**config.mk**
```make
export PLATFORM = sky130hd
export DESIGN_NAME = yaw_pitch_camera_basis
export DESIGN_NICKNAME = d
export VERILOG_FILES = /design/src/rtl/ypcb_pkg.sv /design/src/rtl/yaw_pitch_camera_basis.sv /design/src/rtl/ypcb_reduce.sv /design/src/rtl/ypcb_cordic.sv /design/src/rtl/ypcb_mulq15.sv
export SDC_FILE = /design/constraint.sdc
export NUM_CORES = 2
export LEC_CHECK = 0
export ABC_CLOCK_PERIOD_IN_PS = 20000
export BUFFER_PORTS_ARGS = -buffer_cell sky130_fd_sc_hd__buf_2
export CAP_MARGIN = 20
export CORE_ASPECT_RATIO = 1.75
export CORE_MARGIN = 2
export CORE_UTILIZATION = 59
export DETAILED_ROUTE_END_ITERATION = 12
export PLACE_DENSITY_LB_ADDON = 0.08
export RECOVER_POWER = 25
export SYNTH_ARGS = -nofsm -noshare
export SYNTH_HDL_FRONTEND = slang
export SYNTH_SLANG_ARGS = --single-unit
```
**constraint.sdc**
```tcl
create_clock -name clk_i -period 20 [get_ports clk_i]
set_clock_uncertainty 0.05 [all_clocks]
set_input_delay 4 -clock clk_i [delete_from_list [all_inputs] [get_ports clk_i]]
set_output_delay 4 -clock clk_i [all_outputs]
set_load 0.05 [all_outputs]
```
**src/rtl/ypcb_pkg.sv**
```systemverilog
`timescale 1ns / 1ps
// Shared types, constants and helper functions for the yaw/pitch camera basis.
// Used by every module of the block; depends on nothing else.
package ypcb_pkg;

  // Field widths
  localparam int DELTA_W = 16;
  localparam int SENS_W  = 16;
  localparam int VEC_W   = 16;
  localparam int ANGLE_W = 25;
  localparam int PROD_W  = DELTA_W + SENS_W + 1;
  localparam int ACC_W   = 34;
  localparam int XY_W    = 32;
  localparam int RND_W   = XY_W + 1 - 15;

  // Angles are degrees with 16 fraction bits
  localparam int DEG_ONE      = 65536;
  localparam int FULL_TURN    = 360 * DEG_ONE;
  localparam int HALF_TURN    = 180 * DEG_ONE;
  localparam int QUARTER_TURN = 90 * DEG_ONE;
  localparam int PITCH_MAX    = 89 * DEG_ONE;

  localparam logic signed [ANGLE_W-1:0] HALF_S      = ANGLE_W'(HALF_TURN);
  localparam logic signed [ANGLE_W-1:0] QUARTER_S   = ANGLE_W'(QUARTER_TURN);
  localparam logic signed [ANGLE_W-1:0] PITCH_MAX_S = ANGLE_W'(PITCH_MAX);
  localparam logic [ANGLE_W-1:0]        FULL_U      = ANGLE_W'(FULL_TURN);
  localparam logic [ANGLE_W-1:0]        HALF_U      = ANGLE_W'(HALF_TURN);

  // Modulo reduction: subtract FULL_TURN << k for k = RED_SHIFTS-1 down to 0
  localparam int RED_SHIFTS = 8;
  localparam int RED_W      = $clog2(RED_SHIFTS);
  localparam logic [RED_W-1:0] RED_LAST   = RED_W'(RED_SHIFTS - 1);
  localparam logic [ACC_W-1:0] FULL_ACC   = ACC_W'(FULL_TURN);
  localparam logic [ACC_W-1:0] RED_OFFSET = FULL_ACC << (RED_SHIFTS - 1);

  // Sine/cosine iteration
  localparam int TRIG_ITERATIONS = 16;
  localparam int ATAN_ENTRIES    = 24;
  localparam int CORDIC_STEPS    = (TRIG_ITERATIONS < ATAN_ENTRIES) ?
                                   TRIG_ITERATIONS : ATAN_ENTRIES;
  localparam int STEP_W          = $clog2(ATAN_ENTRIES);
  localparam logic [STEP_W-1:0] STEP_LAST = STEP_W'(CORDIC_STEPS - 1);
  localparam logic signed [XY_W-1:0] CORDIC_GAIN = XY_W'(652032874);
  localparam logic signed [XY_W-1:0] ONE_Q30     = XY_W'(1073741824);

  // Configuration registers
  localparam int CFG_IDX_W  = 2;
  localparam int CFG_DATA_W = SENS_W;
  localparam logic [CFG_IDX_W-1:0] CFG_SENSITIVITY = CFG_IDX_W'(0);
  localparam logic [CFG_IDX_W-1:0] CFG_PITCH_LIMIT = CFG_IDX_W'(1);
  localparam logic [SENS_W-1:0]    SENS_RESET      = SENS_W'(6554);

  typedef struct packed {
    logic signed [VEC_W-1:0] sine;
    logic signed [VEC_W-1:0] cosine;
  } sincos_t;

  // atan(2^-i) in degrees, 16 fraction bits, rounded to nearest
  function automatic logic signed [ANGLE_W-1:0] atan_deg(input logic [STEP_W-1:0] idx);
    logic signed [ANGLE_W-1:0] v;
    unique case (idx)
      5'd0:    v = ANGLE_W'(2949120);
      5'd1:    v = ANGLE_W'(1740967);
      5'd2:    v = ANGLE_W'(919879);
      5'd3:    v = ANGLE_W'(466945);
      5'd4:    v = ANGLE_W'(234379);
      5'd5:    v = ANGLE_W'(117304);
      5'd6:    v = ANGLE_W'(58666);
      5'd7:    v = ANGLE_W'(29335);
      5'd8:    v = ANGLE_W'(14668);
      5'd9:    v = ANGLE_W'(7334);
      5'd10:   v = ANGLE_W'(3667);
      5'd11:   v = ANGLE_W'(1833);
      5'd12:   v = ANGLE_W'(917);
      5'd13:   v = ANGLE_W'(458);
      5'd14:   v = ANGLE_W'(229);
      5'd15:   v = ANGLE_W'(115);
      5'd16:   v = ANGLE_W'(57);
      5'd17:   v = ANGLE_W'(29);
      5'd18:   v = ANGLE_W'(14);
      5'd19:   v = ANGLE_W'(7);
      5'd20:   v = ANGLE_W'(4);
      5'd21:   v = ANGLE_W'(2);
      5'd22:   v = ANGLE_W'(1);
      default: v = '0;
    endcase
    return v;
  endfunction

  // Saturate a rounded value to Q1.15
  function automatic logic signed [VEC_W-1:0] sat16(input logic signed [RND_W-1:0] v);
    logic signed [VEC_W-1:0] r;
    if (v > RND_W'(32767)) begin
      r = 16'sh7FFF;
    end else if (v < -RND_W'(32768)) begin
      r = 16'sh8000;
    end else begin
      r = v[VEC_W-1:0];
    end
    return r;
  endfunction

  // Negate with saturation: -(-1.0) becomes the largest positive code
  function automatic logic signed [VEC_W-1:0] neg_sat16(input logic signed [VEC_W-1:0] v);
    logic signed [VEC_W-1:0] r;
    if (v == 16'sh8000) begin
      r = 16'sh7FFF;
    end else begin
      r = -v;
    end
    return r;
  endfunction

  // Round half up from 30 fraction bits to 15, then saturate
  function automatic logic signed [VEC_W-1:0] round_q30(input logic signed [XY_W-1:0] v);
    logic signed [XY_W:0] s;
    s = {v[XY_W-1], v} + (XY_W+1)'(16384);
    return sat16(s[XY_W:15]);
  endfunction

endpackage

```
**src/rtl/yaw_pitch_camera_basis.sv**
```systemverilog
`timescale 1ns / 1ps
// Yaw/pitch camera basis. Each word takes one pass of the 8-step modulo reducer
// for the yaw, a second for the pitch when it wraps instead of clamping, and two
// passes of the shared CORDIC; an angle of exactly +-90 degrees needs no
// micro-rotations. One word in flight, the next taken the cycle after the result
// is parked. Reset zeroes the angles.
module yaw_pitch_camera_basis (
  input  logic                                   clk_i,
  input  logic                                   rst_ni,
  input  logic                                   cfg_valid_i,
  output logic                                   cfg_ready_o,
  input  logic [ypcb_pkg::CFG_IDX_W-1:0]         cfg_index_i,
  input  logic [ypcb_pkg::CFG_DATA_W-1:0]        cfg_data_i,
  input  logic                                   in_valid_i,
  output logic                                   in_ready_o,
  input  logic signed [ypcb_pkg::DELTA_W-1:0]    mouse_dx_i,
  input  logic signed [ypcb_pkg::DELTA_W-1:0]    mouse_dy_i,
  output logic                                   out_valid_o,
  input  logic                                   out_ready_i,
  output logic signed [ypcb_pkg::VEC_W-1:0]      front_x_o,
  output logic signed [ypcb_pkg::VEC_W-1:0]      front_y_o,
  output logic signed [ypcb_pkg::VEC_W-1:0]      front_z_o,
  output logic signed [ypcb_pkg::VEC_W-1:0]      right_x_o,
  output logic signed [ypcb_pkg::VEC_W-1:0]      right_y_o,
  output logic signed [ypcb_pkg::VEC_W-1:0]      right_z_o,
  output logic signed [ypcb_pkg::VEC_W-1:0]      up_x_o,
  output logic signed [ypcb_pkg::VEC_W-1:0]      up_y_o,
  output logic signed [ypcb_pkg::VEC_W-1:0]      up_z_o,
  output logic [ypcb_pkg::ANGLE_W-1:0]           yaw_now_o,
  output logic signed [ypcb_pkg::ANGLE_W-1:0]    pitch_now_o,
  output logic                                   degenerate_o
);
  import ypcb_pkg::*;

  typedef enum logic [3:0] {
    S_IDLE,
    S_MULX,
    S_YAW,
    S_YAW_W,
    S_PITCH_W,
    S_TRIG_Y,
    S_TRIG_Y_W,
    S_TRIG_P_W,
    S_MUL,
    S_OUT
  } state_e;

  state_e state_q;

  logic [SENS_W-1:0]         sens_q;
  logic                      limit_q;
  logic [ANGLE_W-1:0]        yaw_q;
  logic signed [ANGLE_W-1:0] pitch_q;

  logic signed [DELTA_W-1:0] dx_q, dy_q;
  logic signed [PROD_W-1:0]  prod_q, prod_d;
  logic signed [DELTA_W-1:0] mul_x;
  logic signed [SENS_W:0]    sens_s;

  logic signed [VEC_W-1:0]   sy_q, cy_q, sp_q, cp_q;
  logic signed [VEC_W-1:0]   mres_q [4];
  logic [1:0]                mcnt_q;
  logic signed [VEC_W-1:0]   mul_a, mul_b, mul_p;

  // angle update arithmetic
  logic signed [ACC_W:0]     prod_ext, yaw_sum, pitch_raw, pitch_sum;
  logic signed [ANGLE_W-1:0] pitch_clamp, yaw_signed;

  logic                      red_start, red_done;
  logic [ACC_W-1:0]          red_operand;
  logic [ANGLE_W-1:0]        red_result;

  logic                      cor_start, cor_done;
  logic signed [ANGLE_W-1:0] cor_angle;
  sincos_t                   cor_res;

  logic                      out_load, out_valid_q;
  logic                      degen, cp_pos;

  logic signed [VEC_W-1:0]   front_x_q, front_y_q, front_z_q;
  logic signed [VEC_W-1:0]   right_x_q, right_z_q;
  logic signed [VEC_W-1:0]   up_x_q, up_y_q, up_z_q;
  logic [ANGLE_W-1:0]        yaw_now_q;
  logic signed [ANGLE_W-1:0] pitch_now_q;
  logic                      degen_q;

  ypcb_reduce u_reduce (
    .clk_i     (clk_i),
    .rst_ni    (rst_ni),
    .start_i   (red_start),
    .operand_i (red_operand),
    .done_o    (red_done),
    .result_o  (red_result)
  );

  ypcb_cordic u_cordic (
    .clk_i    (clk_i),
    .rst_ni   (rst_ni),
    .start_i  (cor_start),
    .angle_i  (cor_angle),
    .done_o   (cor_done),
    .result_o (cor_res)
  );

  ypcb_mulq15 u_mul (
    .a_i (mul_a),
    .b_i (mul_b),
    .p_o (mul_p)
  );

  assign cfg_ready_o = 1'b1;
  assign in_ready_o  = (state_q == S_IDLE);

  // delta times sensitivity, x in the first cycle and y in the next
  always_comb begin
    mul_x  = (state_q == S_MULX) ? dx_q : dy_q;
    sens_s = {1'b0, sens_q};
    prod_d = PROD_W'(mul_x * sens_s);
  end

  // offsets keep the reducer operand positive and below 256 full turns
  always_comb begin
    prod_ext  = {{(ACC_W+1-PROD_W){prod_q[PROD_W-1]}}, prod_q};
    yaw_sum   = $signed({{(ACC_W+1-ANGLE_W){1'b0}}, yaw_q}) + prod_ext
              + $signed({1'b0, RED_OFFSET});
    pitch_raw = $signed({{(ACC_W+1-ANGLE_W){pitch_q[ANGLE_W-1]}}, pitch_q}) - prod_ext;
    pitch_sum = pitch_raw + $signed({1'b0, RED_OFFSET})
              + $signed((ACC_W+1)'(HALF_TURN));
    if (pitch_raw > $signed((ACC_W+1)'(PITCH_MAX))) begin
      pitch_clamp = PITCH_MAX_S;
    end else if (pitch_raw < -$signed((ACC_W+1)'(PITCH_MAX))) begin
      pitch_clamp = -PITCH_MAX_S;
    end else begin
      pitch_clamp = pitch_raw[ANGLE_W-1:0];
    end
    yaw_signed = (yaw_q >= HALF_U) ? $signed(yaw_q - FULL_U) : $signed(yaw_q);
  end

  always_comb begin
    red_start   = (state_q == S_YAW) || (state_q == S_YAW_W && red_done && !limit_q);
    red_operand = (state_q == S_YAW) ? yaw_sum[ACC_W-1:0] : pitch_sum[ACC_W-1:0];
    cor_start   = (state_q == S_TRIG_Y) || (state_q == S_TRIG_Y_W && cor_done);
    cor_angle   = (state_q == S_TRIG_Y) ? yaw_signed : pitch_q;
    mul_a       = mcnt_q[0] ? sy_q : cy_q;
    mul_b       = mcnt_q[1] ? sp_q : cp_q;
    out_load    = (state_q == S_OUT) && (!out_valid_q || out_ready_i);
    degen       = (cp_q == '0);
    cp_pos      = !cp_q[VEC_W-1] && !degen;
  end

  always_ff @(posedge clk_i or negedge rst_ni) begin
    if (!rst_ni) begin
      state_q     <= S_IDLE;
      sens_q      <= SENS_RESET;
      limit_q     <= 1'b1;
      yaw_q       <= '0;
      pitch_q     <= '0;
      mcnt_q      <= '0;
      out_valid_q <= 1'b0;
    end else begin
      if (cfg_valid_i) begin
        if (cfg_index_i == CFG_SENSITIVITY) begin
          sens_q <= cfg_data_i[SENS_W-1:0];
        end else if (cfg_index_i == CFG_PITCH_LIMIT) begin
          limit_q <= cfg_data_i[0];
        end
      end

      if (out_load) begin
        out_valid_q <= 1'b1;
      end else if (out_ready_i) begin
        out_valid_q <= 1'b0;
      end

      unique case (state_q)
        S_IDLE: begin
          if (in_valid_i) begin
            state_q <= S_MULX;
          end
        end
        S_MULX: state_q <= S_YAW;
        S_YAW:  state_q <= S_YAW_W;
        S_YAW_W: begin
          if (red_done) begin
            yaw_q <= red_result;
            if (limit_q) begin
              pitch_q <= pitch_clamp;
              state_q <= S_TRIG_Y;
            end else begin
              state_q <= S_PITCH_W;
            end
          end
        end
        S_PITCH_W: begin
          if (red_done) begin
            pitch_q <= $signed(red_result - HALF_U);
            state_q <= S_TRIG_Y;
          end
        end
        S_TRIG_Y: state_q <= S_TRIG_Y_W;
        S_TRIG_Y_W: begin
          if (cor_done) begin
            state_q <= S_TRIG_P_W;
          end
        end
        S_TRIG_P_W: begin
          if (cor_done) begin
            mcnt_q  <= '0;
            state_q <= S_MUL;
          end
        end
        S_MUL: begin
          mcnt_q <= mcnt_q + 2'd1;
          if (mcnt_q == 2'd3) begin
            state_q <= S_OUT;
          end
        end
        S_OUT: begin
          if (out_load) begin
            state_q <= S_IDLE;
          end
        end
        default: state_q <= S_IDLE;
      endcase
    end
  end

  always_ff @(posedge clk_i) begin
    if (in_valid_i && in_ready_o) begin
      dx_q <= mouse_dx_i;
      dy_q <= mouse_dy_i;
    end
    if (state_q == S_MULX || state_q == S_YAW) begin
      prod_q <= prod_d;
    end
    if (state_q == S_TRIG_Y_W && cor_done) begin
      sy_q <= cor_res.sine;
      cy_q <= cor_res.cosine;
    end
    if (state_q == S_TRIG_P_W && cor_done) begin
      sp_q <= cor_res.sine;
      cp_q <= cor_res.cosine;
    end
    if (state_q == S_MUL) begin
      mres_q[mcnt_q] <= mul_p;
    end
    if (out_load) begin
      // products in order: cy*cp, sy*cp, cy*sp, sy*sp
      front_x_q   <= mres_q[0];
      front_y_q   <= sp_q;
      front_z_q   <= mres_q[1];
      right_x_q   <= degen ? '0 : (cp_pos ? neg_sat16(sy_q) : sy_q);
      right_z_q   <= degen ? '0 : (cp_pos ? cy_q : neg_sat16(cy_q));
      up_x_q      <= degen ? '0 : (cp_pos ? neg_sat16(mres_q[2]) : mres_q[2]);
      up_y_q      <= degen ? '0 : (cp_pos ? cp_q : neg_sat16(cp_q));
      up_z_q      <= degen ? '0 : (cp_pos ? neg_sat16(mres_q[3]) : mres_q[3]);
      yaw_now_q   <= yaw_q;
      pitch_now_q <= pitch_q;
      degen_q     <= degen;
    end
  end

  assign out_valid_o  = out_valid_q;
  assign front_x_o    = front_x_q;
  assign front_y_o    = front_y_q;
  assign front_z_o    = front_z_q;
  assign right_x_o    = right_x_q;
  assign right_y_o    = '0;
  assign right_z_o    = right_z_q;
  assign up_x_o       = up_x_q;
  assign up_y_o       = up_y_q;
  assign up_z_o       = up_z_q;
  assign yaw_now_o    = yaw_now_q;
  assign pitch_now_o  = pitch_now_q;
  assign degenerate_o = degen_q;

endmodule

```
**src/rtl/ypcb_reduce.sv**
```systemverilog
`timescale 1ns / 1ps
// Iterative modulo-360-degree reducer: one compare and subtract per cycle.
// Depends on ypcb_pkg.
module ypcb_reduce (
  input  logic                         clk_i,
  input  logic                         rst_ni,
  input  logic                         start_i,
  input  logic [ypcb_pkg::ACC_W-1:0]   operand_i,
  output logic                         done_o,
  output logic [ypcb_pkg::ANGLE_W-1:0] result_o
);
  import ypcb_pkg::*;

  logic [ACC_W-1:0] acc_q, acc_d;
  logic [ACC_W-1:0] sub;
  logic [RED_W-1:0] k_q, k_d;
  logic             busy_q, busy_d;
  logic             done_q, done_d;

  always_comb begin
    sub    = FULL_ACC << k_q;
    acc_d  = acc_q;
    k_d    = k_q;
    busy_d = busy_q;
    done_d = 1'b0;
    if (busy_q) begin
      if (acc_q >= sub) begin
        acc_d = acc_q - sub;
      end
      if (k_q == '0) begin
        busy_d = 1'b0;
        done_d = 1'b1;
      end else begin
        k_d = k_q - RED_W'(1);
      end
    end else if (start_i) begin
      acc_d  = operand_i;
      k_d    = RED_LAST;
      busy_d = 1'b1;
    end
  end

  always_ff @(posedge clk_i or negedge rst_ni) begin
    if (!rst_ni) begin
      k_q    <= '0;
      busy_q <= 1'b0;
      done_q <= 1'b0;
    end else begin
      k_q    <= k_d;
      busy_q <= busy_d;
      done_q <= done_d;
    end
  end

  always_ff @(posedge clk_i) begin
    acc_q <= acc_d;
  end

  assign done_o   = done_q;
  assign result_o = acc_q[ANGLE_W-1:0];

endmodule

```
**src/rtl/ypcb_cordic.sv**
```systemverilog
`timescale 1ns / 1ps
// Rotation-mode CORDIC on angles in degrees: one micro-rotation per cycle.
// Depends on ypcb_pkg.
module ypcb_cordic (
  input  logic                                clk_i,
  input  logic                                rst_ni,
  input  logic                                start_i,
  input  logic signed [ypcb_pkg::ANGLE_W-1:0] angle_i,
  output logic                                done_o,
  output ypcb_pkg::sincos_t                   result_o
);
  import ypcb_pkg::*;

  typedef enum logic [1:0] {
    C_IDLE,
    C_RUN,
    C_FINISH
  } cstate_e;

  cstate_e state_q;

  logic signed [ANGLE_W-1:0] a_fold;
  logic                      flip;
  logic                      quarter_hit;

  logic signed [XY_W-1:0]    x_q, y_q;
  logic signed [ANGLE_W-1:0] z_q;
  logic [STEP_W-1:0]         i_q;
  logic                      flip_q;

  logic signed [XY_W-1:0]    shx, shy, x_nx, y_nx, x_out;
  logic signed [ANGLE_W-1:0] z_nx, atan_v;

  logic    done_q;
  sincos_t res_q;

  // Fold into [-90, 90] degrees; the cosine sign flips back at the end
  always_comb begin
    if (angle_i > QUARTER_S) begin
      a_fold = HALF_S - angle_i;
      flip   = 1'b1;
    end else if (angle_i < -QUARTER_S) begin
      a_fold = -HALF_S - angle_i;
      flip   = 1'b1;
    end else begin
      a_fold = angle_i;
      flip   = 1'b0;
    end
    quarter_hit = (a_fold == QUARTER_S) || (a_fold == -QUARTER_S);
  end

  always_comb begin
    shx    = x_q >>> i_q;
    shy    = y_q >>> i_q;
    atan_v = atan_deg(i_q);
    if (!z_q[ANGLE_W-1]) begin
      x_nx = x_q - shy;
      y_nx = y_q + shx;
      z_nx = z_q - atan_v;
    end else begin
      x_nx = x_q + shy;
      y_nx = y_q - shx;
      z_nx = z_q + atan_v;
    end
    x_out = flip_q ? -x_q : x_q;
  end

  always_ff @(posedge clk_i or negedge rst_ni) begin
    if (!rst_ni) begin
      state_q <= C_IDLE;
      done_q  <= 1'b0;
      res_q   <= '0;
    end else begin
      done_q <= 1'b0;
      unique case (state_q)
        C_IDLE: begin
          if (start_i) begin
            state_q <= quarter_hit ? C_FINISH : C_RUN;
          end
        end
        C_RUN: begin
          if (i_q == STEP_LAST) begin
            state_q <= C_FINISH;
          end
        end
        C_FINISH: begin
          res_q.sine   <= round_q30(y_q);
          res_q.cosine <= round_q30(x_out);
          done_q       <= 1'b1;
          state_q      <= C_IDLE;
        end
        default: state_q <= C_IDLE;
      endcase
    end
  end

  always_ff @(posedge clk_i) begin
    if (state_q == C_IDLE && start_i) begin
      flip_q <= flip;
      z_q    <= a_fold;
      i_q    <= '0;
      if (quarter_hit) begin
        x_q <= '0;
        y_q <= a_fold[ANGLE_W-1] ? -ONE_Q30 : ONE_Q30;
      end else begin
        x_q <= CORDIC_GAIN;
        y_q <= '0;
      end
    end else if (state_q == C_RUN) begin
      x_q <= x_nx;
      y_q <= y_nx;
      z_q <= z_nx;
      i_q <= i_q + STEP_W'(1);
    end
  end

  assign done_o   = done_q;
  assign result_o = res_q;

endmodule

```
**src/rtl/ypcb_mulq15.sv**
```systemverilog
`timescale 1ns / 1ps
// Shared Q1.15 multiplier with round-half-up and saturation.
// Depends on ypcb_pkg.
module ypcb_mulq15 (
  input  logic signed [ypcb_pkg::VEC_W-1:0] a_i,
  input  logic signed [ypcb_pkg::VEC_W-1:0] b_i,
  output logic signed [ypcb_pkg::VEC_W-1:0] p_o
);
  import ypcb_pkg::*;

  logic signed [2*VEC_W-1:0] prod;
  logic signed [2*VEC_W:0]   rnd;

  always_comb begin
    prod = a_i * b_i;
    rnd  = {prod[2*VEC_W-1], prod} + (2*VEC_W+1)'(16384);
    p_o  = sat16(rnd[2*VEC_W:15]);
  end

endmodule

```
==> impl_metrics.env <==
export IMPL_status="complete, but fails checks"
export IMPL_violations="max-capacitance violations, max-slew violations"
export IMPL_post_cts_resized=0
export IMPL_die_area_mm2=0.105
export IMPL_path_clk_slew_ns=0.08
export IMPL_cpPeakStageDelay_ns=1.14
export IMPL_finalNetCount=7299
export IMPL_ys_seq_area_share_pct=30.4
export IMPL_hold_class="reg -> reg"
export IMPL_dp_hpwl_mm=155
export IMPL_r2r_start="state_q[1]"
export IMPL_worst_slack_ns=10.21
export IMPL_grt_max_degree=159
export IMPL_hold_end="front_x_o[9]"
export IMPL_synth_ff_type="edfxtp_1"
export IMPL_rsz0062_at_grt="false"
export IMPL_fill_cells=8627
export IMPL_cts_root_buf="clkbuf_16"
export IMPL_totalWireLength_mm=197
export IMPL_area_delta_synth_final_pct=7.52
export IMPL_antenna_found_initial=5
export IMPL_hold_path_depth=0
export IMPL_grt_pass1_vias=49500
export IMPL_synth_area_mm2=0.0602
export IMPL_hold_start="mres_q[0][9]"
export IMPL_ys_warn_count=0
export IMPL_core_mm2=0.102
export IMPL_period_minus_slack_ns=9.79
export IMPL_required_ns=20.40
export IMPL_first_pass_iters=6
export IMPL_synthArstFlopShare_pct=17.9
export IMPL_instances_no_fill=7776
export IMPL_hold_buffers=0
export IMPL_tns_ns=0
export IMPL_vias=48400
export IMPL_cts_made_buffers=61
export IMPL_drtIter0Drc=3261
export IMPL_end_kind="flip-flop"
export IMPL_cap_violations=7
export IMPL_hold_viol_final=0
export IMPL_cts_max_level=2
export IMPL_critPathMostFrequentCell="fa_1"
export IMPL_cts_tree="done"
export IMPL_cts_sinks=637
export IMPL_ant_nets=0
export IMPL_crit_path_start_kind="flip-flop"
export IMPL_slew_viol_final=305
export IMPL_ff2ff_path_depth=28
export IMPL_gr_usage_all_layers_pct=37.9
export IMPL_worst_r2r_setup_slack_ns=10.21
export IMPL_drc_errors=0
export IMPL_finalSetupViolations=0
export IMPL_postCtsSetupBuffers=0
export IMPL_slew_headroom_pct=-155
export IMPL_syn_avg_cell_area_um2=9.61
export IMPL_clk_latency_ns=0.70
export IMPL_critPathKind="reg -> reg"
export IMPL_min_period_over_period_pct=48.9
export IMPL_initial_utilization_pct=59.3
export IMPL_vias_per_cell=6.22
export IMPL_cp_max_fo=17
export IMPL_wl_per_cell_um=25.4
export IMPL_ys_ff_latch=637
export IMPL_die_height_um=427
export IMPL_layout_drive_gt1_share_pct=10.9
export IMPL_syn_inst=6263
export IMPL_rows=155
export IMPL_dp_worst_setup_slack_ns=10.51
export IMPL_die_w_um=246
export IMPL_place_gp_congestion=1.04
export IMPL_reg2reg_to="prod_q[32]"
export IMPL_max_freq_mhz=102
export IMPL_tightest_slew_ns=3.82
export IMPL_arrival_ns=10.18
export IMPL_synth_edff_count=496
export IMPL_place_inst=7650
export IMPL_cts_buffer_depth=3
export IMPL_grt_first_pass_wirelength_mm=295
export IMPL_fin_util_pct=63.7
export IMPL_port_buffers=235
export IMPL_cp_slowest_cell="clkbuf_1"
export IMPL_netlist_cell_type_count=99
export IMPL_globalRouteOverflowTotal=0
export IMPL_io_pins=253
[layer usage]
layer  up-vias  global-route usage [%]  share of wire (%)
li1      21900                       -                  -
met1     23800                    35.9                 31
met2      1907                    70.0                 53
met3       720                    5.71                5.6
met4         2                    33.4                 11
met5         -                       0             0.0061
[layout make-up]
cell class	count	area, um2	area share [%]
inverters	737	2770	4.27
clock inverters	47	514	0.794
diodes	5	12.5	0.0193
clock buffers	69	1580	2.43
flip-flops and latches	637	18300	28.3
well taps	1334	1670	2.58
repair buffers	311	1730	2.67
multi-input cells	4636	38200	59.0
[layout by cell type (no fill, tap or decap), types with 56 or more instances in the layout]
master,n
ha_1,394
buf_4,63
buf_2,235
xor2_1,128
nor2b_1,94
edfxtp_1,496
clkbuf_16,61
a21o_1,86
or3_1,83
o21ai_0,298
o21a_1,56
and2_1,73
mux2i_1,84
xnor2_1,204
nand3_1,92
inv_1,731
mux2_2,98
a21oi_1,387
nand2b_1,59
nor2_1,521
nor3_1,122
dfrtp_1,105
mux4_2,90
nand2_1,618
fa_1,466
[sequential cells by signal, indices dropped and copies added (netlist names), 22 cells and up]
| name | flops |
|---|---|
| mres_q | 64 |
| u_reduce.acc_q | 34 |
| prod_q | 33 |
| u_cordic.result_o | 32 |
| u_cordic.x_q | 32 |
| u_cordic.y_q | 32 |
| pitch_now_o | 25 |
| pitch_q | 25 |
| u_cordic.z_q | 25 |
| yaw_now_o | 25 |
| yaw_q | 25 |
| u_cordic.atan_v | 22 |
[critical path, delay by kind of cell, from the launching register on]
kind,cells,cell delay (ns)
adder cells (fa/ha/maj),7,3.39
AO/OA/AOI/OAI,9,2.43
buffers and inverters,5,1.48
multiplexers,1,0.76
AND/OR/NAND/NOR,5,0.73
flip-flops,1,0.52
XOR/XNOR,1,0.12
[synth_stat cells (35+ instances only)]
| library cell | number | area, um2 |
|---|---|---|
| inv_1 | 731 | 2740 |
| nand2_1 | 619 | 2320 |
| nor2_1 | 521 | 1960 |
| edfxtp_1 | 496 | 14900 |
| fa_1 | 466 | 9330 |
| ha_1 | 394 | 4930 |
| a21oi_1 | 387 | 1940 |
| o21ai_0 | 299 | 1500 |
| xnor2_1 | 204 | 1790 |
| clkbuf_1 | 202 | 758 |
| xor2_1 | 128 | 1120 |
| nor3_1 | 124 | 621 |
| dfrtp_1 | 106 | 2650 |
| mux2_2 | 99 | 1110 |
| nor2b_1 | 94 | 588 |
| nand3_1 | 92 | 460 |
| mux4_2 | 90 | 2030 |
| a21o_1 | 86 | 646 |
| mux2i_1 | 86 | 861 |
| or3_1 | 83 | 519 |
| and2_1 | 78 | 488 |
| nand2b_1 | 59 | 369 |
| o21a_1 | 56 | 420 |
| a211oi_1 | 49 | 368 |
| a31oi_1 | 49 | 307 |
| or2_2 | 43 | 269 |
| nor4_1 | 35 | 219 |
| o31ai_1 | 35 | 263 |
[how the worst max path moves through the flow]
stage | startpoint | to
floorplan | out_ready_i | degenerate_o
global placement | mcnt_q[0] | mres_q[0][10]
detailed placement | mcnt_q[0] | mres_q[0][10]
CTS | mcnt_q[0] | mres_q[1][10]
global route | state_q[1] | prod_q[32]
finish | state_q[1] | prod_q[32]
[logic make-up (layout without fill, tap and decap cells)]
group / Yosys count / in the layout / share of synthesized area, %
AO/OA/AOI/OAI: 1265 / 1265 / 13.3
XOR/XNOR: 332 / 332 / 4.83
adder cells (fa/ha/maj): 860 / 860 / 23.7
buffers and inverters: 1005 / 1164 / 6.42
flip-flops: 637 / 637 / 30.4
multiplexers: 275 / 275 / 6.65
other: 2 / 22 / 0.0125
AND/OR/NAND/NOR: 1887 / 1887 / 14.7
[stage by stage]
stage / cell area (um2) / hold slack (ns)
2_1_floorplan: 60300 / 0.350
5_1_grt: 64700 / 0.370
3_3_place_gp: 62700 / 0.352
3_5_place_dp: 62700 / 0.355
4_1_cts: 64700 / 0.367
6_report: 64700 / 0.366
Power is left out: the tool's default activity adds up to more than one toggle a clock period on the data nets, which glitch-free logic cannot reach.
